==> src/hdl/kvst_pkg.sv <==
// ----------------------------------------------------------------------------
// kvst_pkg
// Shared codes and types of the key and value search-insert table.
// ----------------------------------------------------------------------------
`timescale 1ns / 1ps

package kvst_pkg;

  // Width of one stored key or value
  localparam int unsigned WordW  = 32;
  // Width of one memory row: key in the upper half, value in the lower half
  localparam int unsigned RowW   = 2 * WordW;
  // Width of the reported entry count
  localparam int unsigned CountW = 9;

  // Action codes; the high bit alone selects a clear
  localparam logic [1:0] ACT_INSERT = 2'd0;
  localparam logic [1:0] ACT_SEARCH = 2'd1;
  localparam int unsigned ACT_CLEAR_BIT = 1;

  // Result status codes
  localparam logic [2:0] ST_INSERTED  = 3'd0;
  localparam logic [2:0] ST_PRESENT   = 3'd1;
  localparam logic [2:0] ST_NOT_FOUND = 3'd2;
  localparam logic [2:0] ST_FULL      = 3'd3;
  localparam logic [2:0] ST_CLEARED   = 3'd4;

  // One result item handed from the sequencer to the output stage
  typedef struct packed {
    logic signed [WordW-1:0] value;
    logic [2:0]              status;
    logic [CountW-1:0]       entry_count;
  } res_t;

endpackage

==> src/hdl/kvst_ctrl.sv <==
// ----------------------------------------------------------------------------
// kvst_ctrl
// Sequencer: clears at once, or scans stored pairs one a cycle through a
// shared key comparator, then inserts or reports.
// ----------------------------------------------------------------------------
`timescale 1ns / 1ps

module kvst_ctrl #(
  parameter int unsigned CAPACITY = 256,
  parameter int unsigned ADDR_W   = $clog2(CAPACITY),
  parameter int unsigned CNT_W    = $clog2(CAPACITY + 1)
) (
  input  logic                              clk_i,
  input  logic                              rst_ni,
  input  logic                              in_valid_i,
  output logic                              in_ready_o,
  input  logic [1:0]                        action_i,
  input  logic signed [kvst_pkg::WordW-1:0] key_i,
  input  logic signed [kvst_pkg::WordW-1:0] value_in_i,
  output logic                              res_valid_o,
  input  logic                              res_ready_i,
  output kvst_pkg::res_t                    res_o,
  output logic                              we_o,
  output logic [ADDR_W-1:0]                 waddr_o,
  output logic [kvst_pkg::RowW-1:0]         wdata_o,
  output logic [ADDR_W-1:0]                 raddr_o,
  input  logic [kvst_pkg::RowW-1:0]         rdata_i
);

  typedef enum logic [1:0] {
    S_IDLE,
    S_SCAN,
    S_RESP
  } state_e;

  state_e                        state_q;
  logic [1:0]                    action_q;
  logic [kvst_pkg::WordW-1:0]    key_q;
  logic [kvst_pkg::WordW-1:0]    val_q;
  logic [CNT_W-1:0]              count_q;
  logic [CNT_W-1:0]              idx_q;
  logic                          chk_vld_q;
  kvst_pkg::res_t                res_q;

  logic                          accept;
  logic                          hit;
  logic                          more;
  logic                          full;
  logic                          do_insert;
  logic [CNT_W-1:0]              count_inc;
  logic [CNT_W+kvst_pkg::CountW-1:0] cur_ext;
  logic [CNT_W+kvst_pkg::CountW-1:0] inc_ext;

  assign accept    = in_valid_i && in_ready_o;
  // Shared comparator on the row read in the previous cycle
  assign hit       = chk_vld_q && (rdata_i[kvst_pkg::RowW-1:kvst_pkg::WordW] == key_q);
  assign more      = idx_q < count_q;
  assign full      = count_q == CNT_W'(CAPACITY);
  assign do_insert = (state_q == S_SCAN) && !hit && !more && !chk_vld_q &&
                     (action_q == kvst_pkg::ACT_INSERT) && !full;
  assign count_inc = count_q + CNT_W'(1);
  assign cur_ext   = {{kvst_pkg::CountW{1'b0}}, count_q};
  assign inc_ext   = {{kvst_pkg::CountW{1'b0}}, count_inc};

  assign in_ready_o  = state_q == S_IDLE;
  assign res_valid_o = state_q == S_RESP;
  assign res_o       = res_q;
  assign raddr_o     = idx_q[ADDR_W-1:0];
  assign we_o        = do_insert;
  assign waddr_o     = count_q[ADDR_W-1:0];
  assign wdata_o     = {key_q, val_q};

  // Sequence one item: take, scan (not for a clear), answer
  always_ff @(posedge clk_i or negedge rst_ni) begin
    if (!rst_ni) begin
      state_q   <= S_IDLE;
      action_q  <= kvst_pkg::ACT_INSERT;
      key_q     <= '0;
      val_q     <= '0;
      count_q   <= '0;
      idx_q     <= '0;
      chk_vld_q <= 1'b0;
      res_q     <= '0;
    end else begin
      case (state_q)
        S_IDLE: begin
          if (accept) begin
            action_q  <= action_i;
            key_q     <= key_i;
            val_q     <= value_in_i;
            idx_q     <= '0;
            chk_vld_q <= 1'b0;
            if (action_i[kvst_pkg::ACT_CLEAR_BIT]) begin
              count_q           <= '0;
              res_q.value       <= '0;
              res_q.status      <= kvst_pkg::ST_CLEARED;
              res_q.entry_count <= '0;
              state_q           <= S_RESP;
            end else begin
              state_q <= S_SCAN;
            end
          end
        end
        S_SCAN: begin
          if (hit) begin
            // Report the stored value
            res_q.value       <= rdata_i[kvst_pkg::WordW-1:0];
            res_q.status      <= kvst_pkg::ST_PRESENT;
            res_q.entry_count <= cur_ext[kvst_pkg::CountW-1:0];
            state_q           <= S_RESP;
          end else if (more) begin
            // Advance to the next stored row
            idx_q     <= idx_q + CNT_W'(1);
            chk_vld_q <= 1'b1;
          end else if (chk_vld_q) begin
            // Drain the last compare
            chk_vld_q <= 1'b0;
          end else begin
            state_q <= S_RESP;
            if (action_q == kvst_pkg::ACT_SEARCH) begin
              res_q.value       <= '1;
              res_q.status      <= kvst_pkg::ST_NOT_FOUND;
              res_q.entry_count <= cur_ext[kvst_pkg::CountW-1:0];
            end else if (full) begin
              res_q.value       <= '1;
              res_q.status      <= kvst_pkg::ST_FULL;
              res_q.entry_count <= cur_ext[kvst_pkg::CountW-1:0];
            end else begin
              count_q           <= count_inc;
              res_q.value       <= val_q;
              res_q.status      <= kvst_pkg::ST_INSERTED;
              res_q.entry_count <= inc_ext[kvst_pkg::CountW-1:0];
            end
          end
        end
        S_RESP: begin
          if (res_ready_i) begin
            state_q <= S_IDLE;
          end
        end
        default: begin
          state_q <= S_IDLE;
        end
      endcase
    end
  end

  // Count never passes the capacity
  assert property (@(posedge clk_i) disable iff (!rst_ni)
    count_q <= CNT_W'(CAPACITY))
    else $error("kvst_ctrl: entry count above capacity");

  // A write lands only in a free row
  assert property (@(posedge clk_i) disable iff (!rst_ni)
    we_o |-> !full)
    else $error("kvst_ctrl: write into a full table");

  // Every write grows the count by one
  assert property (@(posedge clk_i) disable iff (!rst_ni)
    we_o |=> count_q == $past(count_inc))
    else $error("kvst_ctrl: count not advanced after insert");

  // The scan index never exceeds the entry count
  assert property (@(posedge clk_i) disable iff (!rst_ni)
    (state_q == S_SCAN) |-> idx_q <= count_q)
    else $error("kvst_ctrl: scan index beyond entry count");

endmodule

==> config.mk <==
export PLATFORM = sky130hd
export DESIGN_NAME = kvst_ctrl
export DESIGN_NICKNAME = d
export VERILOG_FILES = /design/src/hdl/kvst_pkg.sv /design/src/hdl/kvst_ctrl.sv
export SDC_FILE = /design/constraint.sdc
export NUM_CORES = 1
export LEC_CHECK = 0
export CAP_MARGIN = 15
export CORE_MARGIN = 4
export CORE_UTILIZATION = 50
export DETAILED_ROUTE_END_ITERATION = 10
export DONT_BUFFER_PORTS = 1
export HOLD_SLACK_MARGIN = 0.08
export PLACE_DENSITY = 0.76
export SLEW_MARGIN = 20
export SYNTH_ARGS = -nofsm -noshare
export SYNTH_HDL_FRONTEND = slang
export SYNTH_SLANG_ARGS = --single-unit
==> constraint.sdc <==
create_clock -name clk_i -period 2.9 [get_ports clk_i]
set_input_delay 0.87 -clock clk_i [delete_from_list [all_inputs] [get_ports clk_i]]
set_output_delay 0.87 -clock clk_i [all_outputs]
set_load 0.005 [all_outputs]
Word level (Yosys, flattened, before mapping)
Cells that the tools add are included.
Widths: inputs -> output; s select.
{"block": "word_totals", "in_bits": 134, "word_cells": 80, "output_inout_bits": 127, "regBits": 131}
{"block": "op_classes", "addsub": 2, "mux": 31, "reduce_logical": 20, "eq_ne": 16, "n_lt_le_gt_ge": 1}
{"operator": "$mux 44", "n": 7}
{"operator": "$mux 9", "n": 10}
{"operator": "$pmux 44 s2", "n": 1}
{"operator": "$pmux 9 s2", "n": 2}
{"operator": "$eq 32x32->1", "n": 1}
{"operator": "$add 9x1->9 const B", "n": 2}
{"operator": "$mux 2", "n": 6}
{"operator": "$ne 2x2->1 const B", "n": 6}
{"operator": "$eq 9x9->1 const B", "n": 1}
{"operator": "$lt 9x9->1", "n": 1}
{"operator": "$reduce_and 4->1", "n": 2}
{"operator": "$reduce_and 8->1", "n": 1}
{"operator": "$logic_and 1x1->1", "n": 7}
{"operator": "$ne 2x1->1 const B", "n": 3}
{"operator": "$ne 3x3->1 const B", "n": 2}
{"operator": "$pmux 2 s3", "n": 1}
{"operator": "$reduce_and 5->1", "n": 1}
{"operator": "$eq 2x1->1 const B", "n": 2}
{"operator": "$logic_not 1->1", "n": 4}
{"operator": "$logic_not 2->1", "n": 2}
{"operator": "$mux 1", "n": 3}
{"operator": "$reduce_and 3->1", "n": 1}
{"operator": "$eq 2x2->1 const B", "n": 1}
{"operator": "$pmux 1 s2", "n": 1}
{"operator": "2 further kinds", "n": 2}

Longest topological paths before layout
Gate-level depths: netlist (run 1).
{"block": "logic_depth", "word_depth": 8, "mapped_depth": 11}

Worst setup path before layout (run 1)
Ideal clock, no wire load.
{"block": "synth_path", "path_type": "input -> register", "from": "input port rdata_i[40] in the netlist's numbering", "to": "register res_q, in the netlist res_o[1]", "setup_ns": 0.128, "n_path_buf": 2, "t_required_ns": 2.772, "path_stages": 8, "setup_slack_ns": 0.033, "arrival_ns": 2.740, "path_cell_list": "xor2_1 nor4b_2 and3_1 buf_2 nand3_4 a311oi_4 buf_6 mux2_1"}
{"block": "synth_via", "elab_chain_cells": 4}
{"item": "start: declaration", "line_no": "kvst_ctrl.sv:27", "source": "input logic [kvst_pkg::RowW-1:0] rdata_i"}
{"item": "$eq 32x32->1 (*)", "line_no": "kvst_ctrl.sv:56", "source": "assign hit = chk_vld_q && (rdata_i[kvst_pkg::RowW-1:kvst_pkg::WordW] == key_q);"}
{"item": "$logic_and 1x1->1 (*)", "line_no": "kvst_ctrl.sv:56"}
{"item": "$ne 3x3->1 (no source line) or $mux 44 (tied branches)"}
{"item": "$reduce_and 5->1 (no source line) or $pmux 44 s2 (tied branches)"}
{"item": "end: declaration", "line_no": "kvst_ctrl.sv:43", "source": "kvst_pkg::res_t res_q;"}
Every way passes the cells marked *; elsewhere a longest branch is shown, timed or not.
A chain may end at the register's enable or synchronous reset.

Worst setup path after layout (run 1)
{"block": "layout_path", "from": "register idx_q[8]", "to": "output port we_o"}
{"block": "layout_via", "elab_chain_cells": 6}
{"item": "start: declaration", "line_no": "kvst_ctrl.sv:41", "source": "logic [CNT_W-1:0] idx_q;"}
{"item": "start signal: assignment", "line_no": "kvst_ctrl.sv:113", "source": "idx_q <= idx_q + CNT_W'(1);"}
{"item": "$lt 9x9->1", "line_no": "kvst_ctrl.sv:57", "source": "assign more = idx_q < count_q;"}
{"item": "$logic_not 1->1", "line_no": "kvst_ctrl.sv:59", "source": "assign do_insert = (state_q == S_SCAN) && !hit && !more && !chk_vld_q &&"}
{"item": "$logic_and 1x1->1 (3 in a row)", "line_no": "kvst_ctrl.sv:59"}
{"item": "$logic_and 1x1->1", "line_no": "kvst_ctrl.sv:60", "source": "(action_q == kvst_pkg::ACT_INSERT) && !full;"}
{"item": "end: declaration", "line_no": "kvst_ctrl.sv:23", "source": "output logic we_o,"}
No other way between the ends.

==> run_results.csv, run 1 <==
group,metric,value,unit
clock_tree,ctsHoldBuffers,0,
floorplan,start_util,0.513,
route,drt_first_pass_iters,5,
yosys,yosysMostFrequentCell,"nand2_1",
setup_path,cp.required,2.03,ns
floorplan,die_w,128,µm
setup_path,end_kind,"output pin",
yosys,synth-main-ff-cell,"dfrtp_1",
cells_and_area,antennaDiodeCount,0,
flow_run,maxCapViolCount,0,
clock_tree,cts-root-buf,"clkbuf_16",
yosys,synth_area_per_cell,9.05,µm²
power,p_per_area,1030,nW/µm²
placed_design,dp_cells,966,
cells_and_area,multiInputGateArea,3590,µm²
setup_path,startpoint_type,"register",
global_routing,gr-usage-met1,0.312,
yosys,netlist_area,7180,µm²
timing,post-route-min-period,3.04,ns
global_routing,grt_max_degree,132,
setup_path,worstSetupPathType,"reg -> out",
cells_and_area,num-fill-cells,1207,
placed_design,dp_hpwl,15000,µm
setup_path,slowest_stage,"dfrtp_1",
yosys,async_flop_share,1.00,
yosys,synth_edf_count,0,
cells_and_area,fin_cells,1000,
timing,worst_slack,-0.137,ns
timing,finalCritPeriodShare,1.05,
placed_design,post-place-ws,-0.0769,ns
yosys,yosysWarningCount,0,
yosys,ys_top_cells_by_area,"dfrtp_1 (46%), nand2_1 (13%), mux2_1 (6.0%)",
timing,fmax,0.329,GHz
clock_tree,clock_latency,0.41,ns
placed_design,place_area,7520,µm²
placed_design,io_buffers,0,
status,status,"finished, violations left",
global_routing,busiest_layer,"met2",
timing,rsz0062_at_grt,"yes",
clock_tree,cts_buffers,17,
setup_path,worstPathCellList,"ha_4, nand4_1, a211oi_2, a21oi_2, or2_4, nor3_2, buf_4, buf_6",
route,drc,0,
timing,final-setup-viol-count,1,
placed_design,place.gp.congestion,0.886,
floorplan,core,14000,µm²
yosys,synth_top_area_share,0.457,
global_routing,grt_pass1_wl,31500,µm
setup_path,crit_path_max_incr_delay,0.42,ns
global_routing,antenna_found_initial,0,
cells_and_area,nets,952,
timing,hold_violations,0,
power,p_leak,4.11,nW
cells_and_area,area_delta_synth_final,14.2,%
clock_tree,clockBufferDepth,2,
setup_path,crit_fanout,3,
global_routing,use_met3,0.0754,
route,via_per_inst,5.82,
floorplan,io_pins,261,
route,wl_per_cell,20.5,µm
timing,slew_headroom,0.487,
timing,maxSlewViolCount,0,
route,wirelength,20500,µm
clock_tree,cts_tree,"built",
route,route.antenna.remaining_nets,0,
setup_path,crit_arrival,2.17,ns
power,max-vdd-ir-drop,0.490,mV
floorplan,die_area,16300,µm²
clock_tree,clkTransAtPathRegs,0.06,ns
global_routing,grt.met2_usage,0.404,
yosys,yosysTopAreaCell,"dfrtp_1",
yosys,syn-instance-count,793,
timing,worst_slew_pin_slew,0.768,ns
floorplan,fp.dieH,128,µm
cells_and_area,design_area,8200,µm²
route,drtIter0Drc,416,
timing,final.setup_skew,0.00918,ns
min_path,hp-class,"in -> async",
route,via_count,5818,
cells_and_area,drive_gt1_frac,0.145,
status,violations,"setup timing",
yosys,syn_nets,938,
yosys,yosysUniqueCellTypes,55,
yosys,synth-seq-cells,131,
yosys,yosys-top-cells-count,"nand2_1 (252), dfrtp_1 (131), o21ai_0 (45), mux2_1 (38), mux2i_1 (37)",
setup_path,crit_buf_inv,2,
clock_tree,clock-sinks,131,
global_routing,grt_pass1_vias,5790,
clock_tree,h-tree-depth,4,
global_routing,grt-ovfl-total,0,
setup_path,crit_family,"simple AND/OR/NAND/NOR gates",
cells_and_area,seqCellArea,3280,µm²
floorplan,rows,43,
yosys,ys_seq_area_frac,0.457,
global_routing,grt.total_usage,0.247,
timing,tns,-0.137,ns
-- layout make-up --
cell class,count,share of cell area
Clock inverter,10,0.0151
Inverter,18,0.00824
Tap cell,180,0.0275
Timing Repair Buffer,56,0.0548
Multi-Input combinational cell,583,0.438
Clock buffer,22,0.0566
Sequential cell,131,0.400
-- repair_timing --
item                                    CTS  global route
gates resized for setup                  13             1
pin swaps                                 9             1
gates cloned                              0             0
setup buffers                             2             0
endpoints found under the setup margin    1             1
-- layout by cell type, fill, tap and decap left out, types with 6 or more instances in the layout --
master and instances:
a21oi_1 23, buf_4 53, clkbuf_16 17, dfrtp_1 130, ha_1 7, inv_1 15
mux2_1 38, mux2i_1 37, nand2_1 252, nand3_1 9, nand4_1 13, nor2_1 22
nor3_1 6, nor4_1 16, o21ai_0 44, or2_2 8, xor2_1 30
-- kinds of logic (layout without fill, tap and decap cells) --
| group | after synthesis | count (layout) | synth area share |
|---|---|---|---|
| buffers and inverters | 79 | 106 | 0.0551 |
| XOR/XNOR | 32 | 32 | 0.0390 |
| multiplexers | 80 | 80 | 0.119 |
| AND/OR/NAND/NOR | 355 | 355 | 0.218 |
| adder cells (fa/ha/maj) | 11 | 11 | 0.0192 |
| flip-flops | 131 | 131 | 0.457 |
| AO/OA/AOI/OAI | 105 | 105 | 0.0933 |
-- report_power, final --
| group | total (mW) | switching, mW | internal [mW] |
|---|---|---|---|
| sequential | 3.39 | 0.818 | 2.57 |
| clock | 2.13 | 0.810 | 1.32 |
| combinational | 2.94 | 1.75 | 1.19 |
-- metrics by stage --
stage	hold WS [ns]	power, mW	utilization
after floorplan	0.461	5.27	-
after global placement	0.500	6.19	0.538
after detailed placement	0.508	6.32	0.538
after CTS	0.131	8.51	0.585
after global routing	0.123	9.03	0.586
final	0.153	8.45	0.586
-- sequential cells by signal, indices dropped and copies added (netlist names) --
name	cells
res_o	44
key_q	32
val_q	32
count_q	9
idx_q	9
action_q	2
state_q	2
chk_vld_q	1
-- final timing paths --
check,start,to,slack (ns),depth (start not counted)
setup / recovery,idx_q[8]$_DFFE_PN0P_,we_o,-0.14,8
hold / removal,rst_ni,key_q[24]$_DFFE_PN0P_,0.15,0
setup reg to reg,idx_q[8]$_DFFE_PN0P_,res_o[12]$_DFFE_PN0P_,0.24,9
hold reg to reg,res_o[1]$_DFFE_PN0P_,res_o[1]$_DFFE_PN0P_,0.51,1
max in group asynchronous,rst_ni,res_o[6]$_DFFE_PN0P_,2.51,0
min in group clk_i,res_o[1]$_DFFE_PN0P_,res_o[1]$_DFFE_PN0P_,0.51,1
-- layer usage --
metal	up-vias	part of all wire
li1	2712	-
met1	2796	0.41
met2	271	0.48
met3	39	0.083
met4	0	0.023
met5	-	0
No activity file was read; power rests on OpenSTA's default activity.
==> run 2: changes to the inputs <==
CORE_ASPECT_RATIO = 0.5   (was default)
==> run_results.csv, run 2 (synthesis results as in run 1) <==
group,metric,value,unit
power,switchingPower,3.49,mW
global_routing,busiest_layer,"met2",
setup_path,cp.required,2.03,ns
power,p_per_area,1040,nW/µm²
route,wl_per_cell,20.3,µm
placed_design,io_buffers,0,
global_routing,use_met3,0.0840,
timing,finalCritPeriodShare,1.02,
floorplan,start_util,0.520,
clock_tree,clock-sinks,131,
power,max-vdd-ir-drop,0.508,mV
status,violations,"setup timing",
route,drc,0,
global_routing,grt.met2_usage,0.414,
power,share_comb_of_total_power,0.338,
cells_and_area,drive_gt1_frac,0.154,
timing,post-route-min-period,2.96,ns
placed_design,place.gp.congestion,0.970,
power,seq_power_share,0.400,
route,drt_first_pass_iters,5,
global_routing,antenna_found_initial,0,
timing,final-setup-viol-count,2,
clock_tree,clockBufferDepth,2,
floorplan,rows,30,
floorplan,die_w,177,µm
timing,worst_slack,-0.0623,ns
power,p_leak,4.11,nW
global_routing,grt_max_degree,132,
min_path,hp-class,"in -> async",
clock_tree,clkTransAtPathRegs,0.07,ns
timing,rsz0062_at_grt,"yes",
setup_path,crit_arrival,2.09,ns
timing,hold_violations,0,
cells_and_area,layout_common_cells,"nand2_1 (252), dfrtp_1 (130), buf_4 (54)",
timing,slew_headroom,0.352,
clock_tree,ctsHoldBuffers,0,
setup_path,crit_path_max_incr_delay,0.37,ns
global_routing,grt-ovfl-total,0,
placed_design,dp_hpwl,15000,µm
setup_path,slowest_stage,"dfrtp_1",
power,p_clk_frac,0.262,
setup_path,worstPathCellList,"inv_2, ha_4, nand4_1, a211oi_2, a21oi_2, or2_4, nor3_2, buf_4",
route,route.antenna.remaining_nets,0,
floorplan,io_pins,261,
route,via_count,5882,
timing,maxSlewViolCount,0,
clock_tree,h-tree-depth,4,
clock_tree,cts_tree,"built",
cells_and_area,area_delta_synth_final,14.6,%
setup_path,startpoint_type,"register",
power,sw_frac_of_total,0.410,
setup_path,worstSetupPathType,"reg -> out",
power,power,8.52,mW
setup_path,crit_fanout,3,
cells_and_area,post-route-util,0.595,
route,via_per_inst,5.82,
global_routing,grt_pass1_wl,32600,µm
floorplan,fp.dieH,92.7,µm
timing,worst_slew_pin_slew,0.964,ns
timing,final.setup_skew,0.0133,ns
cells_and_area,nets,951,
cells_and_area,antennaDiodeCount,0,
clock_tree,cts_buffers,17,
route,wirelength,20600,µm
clock_tree,clock_latency,0.41,ns
clock_tree,cts-root-buf,"clkbuf_16",
route,drtIter0Drc,415,
global_routing,grt.total_usage,0.250,
power,internal-power,5.03,mW
floorplan,core,13800,µm²
cells_and_area,largest_reg_flops,44,
status,status,"finished, violations left",
cells_and_area,final_common_cell,"nand2_1",
flow_run,maxCapViolCount,0,
setup_path,end_kind,"output pin",
global_routing,grt_pass1_vias,6054,
timing,fmax,0.338,GHz
floorplan,die_area,16500,µm²
global_routing,gr-usage-met1,0.307,
-- run 2: changes by cell type in the layout (fill, tap and decap cells not counted), moves of 2 or more --
cell        change
inv_1           -3
clkbuf_1        -3
inv_6           +2
clkinvlp_4      +2
clkinv_4        -2
inv_8           +3
inv_2           +3
-- run 2: cell type report --
class | count | area, µm²
Inverter | 18 | 67.6
Clock inverter | 14 | 168
Fill cell | 1159 | 5590
Clock buffer | 18 | 439
Tap cell | 192 | 240
Multi-Input combinational cell | 583 | 3600
Sequential cell | 131 | 3280
Timing Repair Buffer | 55 | 425
-- run 2: worst max-delay path, delay by kind of cell, from the launching register on --
family | cells | cell delay, ns
AO/OA/AOI/OAI | 2 | 0.35
adder cells (fa/ha/maj) | 1 | 0.27
buffers and inverters | 2 | 0.21
flip-flops | 1 | 0.37
AND/OR/NAND/NOR | 3 | 0.48
-- run 2: stage by stage --
step	hold slack (ns)	instances	TNS, ns	cell area (µm²)	worst slack (ns)
after floorplan	0.461	793	0	7180	0.0329
after global placement	0.499	970	-0.191	7460	-0.0208
after detailed placement	0.503	970	-2.39	7460	-0.0814
after CTS	0.131	1007	-0.0618	8180	-0.0618
after global routing	0.122	1011	-0.402	8220	-0.168
final	0.145	1011	-0.0667	8220	-0.0623
-- run 2: per-layer routing --
metal,routed length (µm),part of all wire,up-vias
li1,-,-,2724
met1,8410,0.41,2879
met2,9950,0.48,245
met3,1830,0.089,34
met4,383,0.019,0
met5,0,0,-
-- run 2: power by group through the flow --
stage	clock (mW)	sequential (mW)	combinational, mW
2_1_floorplan	0	3.15	2.12
3_3_place_gp	0	3.40	2.69
3_5_place_dp	0	3.43	2.81
4_1_cts	2.26	3.41	2.85
5_1_grt	2.34	3.50	3.26
6_report	2.23	3.40	2.88
-- run 2: final timing paths --
check,from,endpoint,slack [ns],depth (start not counted)
max,count_q[8]$_DFFE_PN0P_,we_o,-0.06,8
min,rst_ni,val_q[18]$_DFFE_PN0P_,0.15,0
max reg2reg,count_q[8]$_DFFE_PN0P_,res_o[0]$_DFFE_PN0P_,0,11
min reg2reg,action_q[0]$_DFFE_PN0P_,action_q[0]$_DFFE_PN0P_,0.52,2
max in group asynchronous,rst_ni,idx_q[1]$_DFFE_PN0P_,2.58,0
min in group clk_i,action_q[0]$_DFFE_PN0P_,action_q[0]$_DFFE_PN0P_,0.52,2
-- run 2: what timing repair did --
action,4_1_cts,5_1_grt
pin swaps,9,5
gates resized for setup,14,4
endpoints found under the setup margin,1,1
buffers inserted,5,4
==> run 3: changes to the inputs <==
CORE_UTILIZATION = 58   (was 50)
PLACE_DENSITY = 0.75   (was 0.76)
==> run_results.csv, run 3 (synthesis results as in run 1) <==
group,metric,value,unit
status,status,"finished, violations left",
status,violations,"setup timing",
placed_design,place.gp.congestion,0.924,
placed_design,dp_cells,947,
clock_tree,h-tree-depth,4,
global_routing,antenna_found_initial,0,
power,internal-power,5.08,mW
floorplan,core,11900,µm²
cells_and_area,drive_gt1_frac,0.145,
cells_and_area,final_common_cell,"nand2_1",
setup_path,cp.required,2.03,ns
placed_design,dp_hpwl,14300,µm
power,sw_frac_of_total,0.403,
timing,fmax,0.333,GHz
setup_path,end_kind,"output pin",
cells_and_area,design_area,8160,µm²
clock_tree,cts-root-buf,"clkbuf_16",
route,wirelength,20100,µm
timing,hold_violations,0,
timing,slew_headroom,0.321,
power,p_per_area,1040,nW/µm²
setup_path,crit_fanout,2,
timing,timing.hold.ws,0.146,ns
min_path,hp-class,"in -> async",
global_routing,grt_pass1_vias,5938,
setup_path,worstSetupPathType,"reg -> out",
timing,worst_slack,-0.106,ns
flow_run,maxCapViolCount,0,
route,drt_first_pass_iters,5,
global_routing,grt_max_degree,132,
clock_tree,cts_buffers,17,
timing,post-route-min-period,3.01,ns
setup_path,crit_arrival,2.14,ns
timing,finalCritPeriodShare,1.04,
clock_tree,clock_latency,0.42,ns
setup_path,startpoint_type,"register",
route,wl_per_cell,20.5,µm
power,power,8.51,mW
cells_and_area,antennaDiodeCount,0,
floorplan,rows,28,
floorplan,die_area,14300,µm²
cells_and_area,nets,948,
global_routing,grt-ovfl-total,0,
route,drtIter0Drc,456,
route,via_per_inst,6.00,
clock_tree,clock-sinks,131,
power,p_leak,4.10,nW
clock_tree,clkTransAtPathRegs,0.06,ns
floorplan,start_util,0.601,
floorplan,io_pins,261,
cells_and_area,area_delta_synth_final,13.6,%
floorplan,die_w,165,µm
cells_and_area,post-route-util,0.683,
global_routing,grt_pass1_wl,31700,µm
floorplan,fp.dieH,86.7,µm
timing,maxSlewViolCount,0,
power,switchingPower,3.42,mW
route,via_count,5884,
power,share_comb_of_total_power,0.341,
timing,rsz0062_at_grt,"yes",
timing,final.setup_skew,0.0117,ns
cells_and_area,fin_cells,981,
power,seq_power_share,0.399,
clock_tree,cts_tree,"built",
clock_tree,clockBufferDepth,2,
route,drc,0,
power,max-vdd-ir-drop,0.568,mV
route,route.antenna.remaining_nets,0,
global_routing,grt.total_usage,0.282,
cells_and_area,largest_reg_flops,44,
cells_and_area,layout_common_cells,"nand2_1 (252), dfrtp_1 (131), buf_4 (51)",
power,p_clk_frac,0.260,
timing,final-setup-viol-count,1,
placed_design,io_buffers,0,
placed_design,place_area,7460,µm²
timing,worst_slew_pin_slew,1.01,ns
run 3: changes by cell type in the layout (fill, tap and decap cells not counted), moves of 2 or more:
cell        change
clkinv_4        +4
buf_4           -3
clkinvlp_4      -3
inv_8           -3
clkinv_2        +2
run 3: worst max-delay path: stages (launching register included):
cell	delay (ns)
dfrtp_1	0.43
ha_4	0.28
nand4_1	0.17
o221ai_2	0.24
a21oi_2	0.06
or2_4	0.26
nor3_4	0.14
buf_4	0.14
run 3: layout make-up:
cell class,count,area [µm²]
fill,949,3790
multi-input combinational,583,3590
sequential,131,3280
clock buffer,18,429
timing repair buffer,52,403
tap,165,206
clock inverter,14,178
inverter,18,67.6
run 3: timing repair:
item                                    CTS  global route
gates resized for setup                  11             3
setup buffers                             2             0
hold buffers                              0             0
endpoints found under the setup margin    1             1
pin swaps                                 6             1
gates cloned                              0             0
run 3: metrics by stage:
stage | TNS, ns | setup slack (ns)
2_1_floorplan | 0 | 0.0329
3_3_place_gp | -0.840 | -0.0361
3_5_place_dp | -3.17 | -0.0941
4_1_cts | -0.112 | -0.112
5_1_grt | -0.187 | -0.187
6_report | -0.106 | -0.106
run 3: layer usage:
layer | part of all wire | GRT usage | vias to the layer above | routed length [µm]
met4 | 0.017 | 0.0831 | 0 | 337
li1 | - | - | 2714 | -
met5 | 0 | 0 | - | 0
met3 | 0.11 | 0.0917 | 31 | 2290
met2 | 0.47 | 0.459 | 316 | 9410
met1 | 0.40 | 0.365 | 2823 | 8050
run 3: final timing paths:
path | from | endpoint | slack, ns | cells after the start
max in group asynchronous | rst_ni | key_q[19]$_DFFE_PN0P_ | 2.55 | 0
hold / removal | rst_ni | val_q[18]$_DFFE_PN0P_ | 0.15 | 0
setup reg to reg | idx_q[5]$_DFFE_PN0P_ | res_o[0]$_DFFE_PN0P_ | 0.21 | 8
setup / recovery | idx_q[5]$_DFFE_PN0P_ | we_o | -0.11 | 7
min in group clk_i | action_q[1]$_DFFE_PN0P_ | action_q[1]$_DFFE_PN0P_ | 0.50 | 2
hold reg to reg | action_q[1]$_DFFE_PN0P_ | action_q[1]$_DFFE_PN0P_ | 0.50 | 2
run 3: power by group through the flow:
stage / combinational (mW) / sequential (mW) / clock, mW
6_report: 2.90 / 3.39 / 2.21
5_1_grt: 3.28 / 3.48 / 2.34
4_1_cts: 2.89 / 3.40 / 2.24
3_5_place_dp: 2.84 / 3.42 / 0
3_3_place_gp: 2.73 / 3.39 / 0
2_1_floorplan: 2.12 / 3.15 / 0
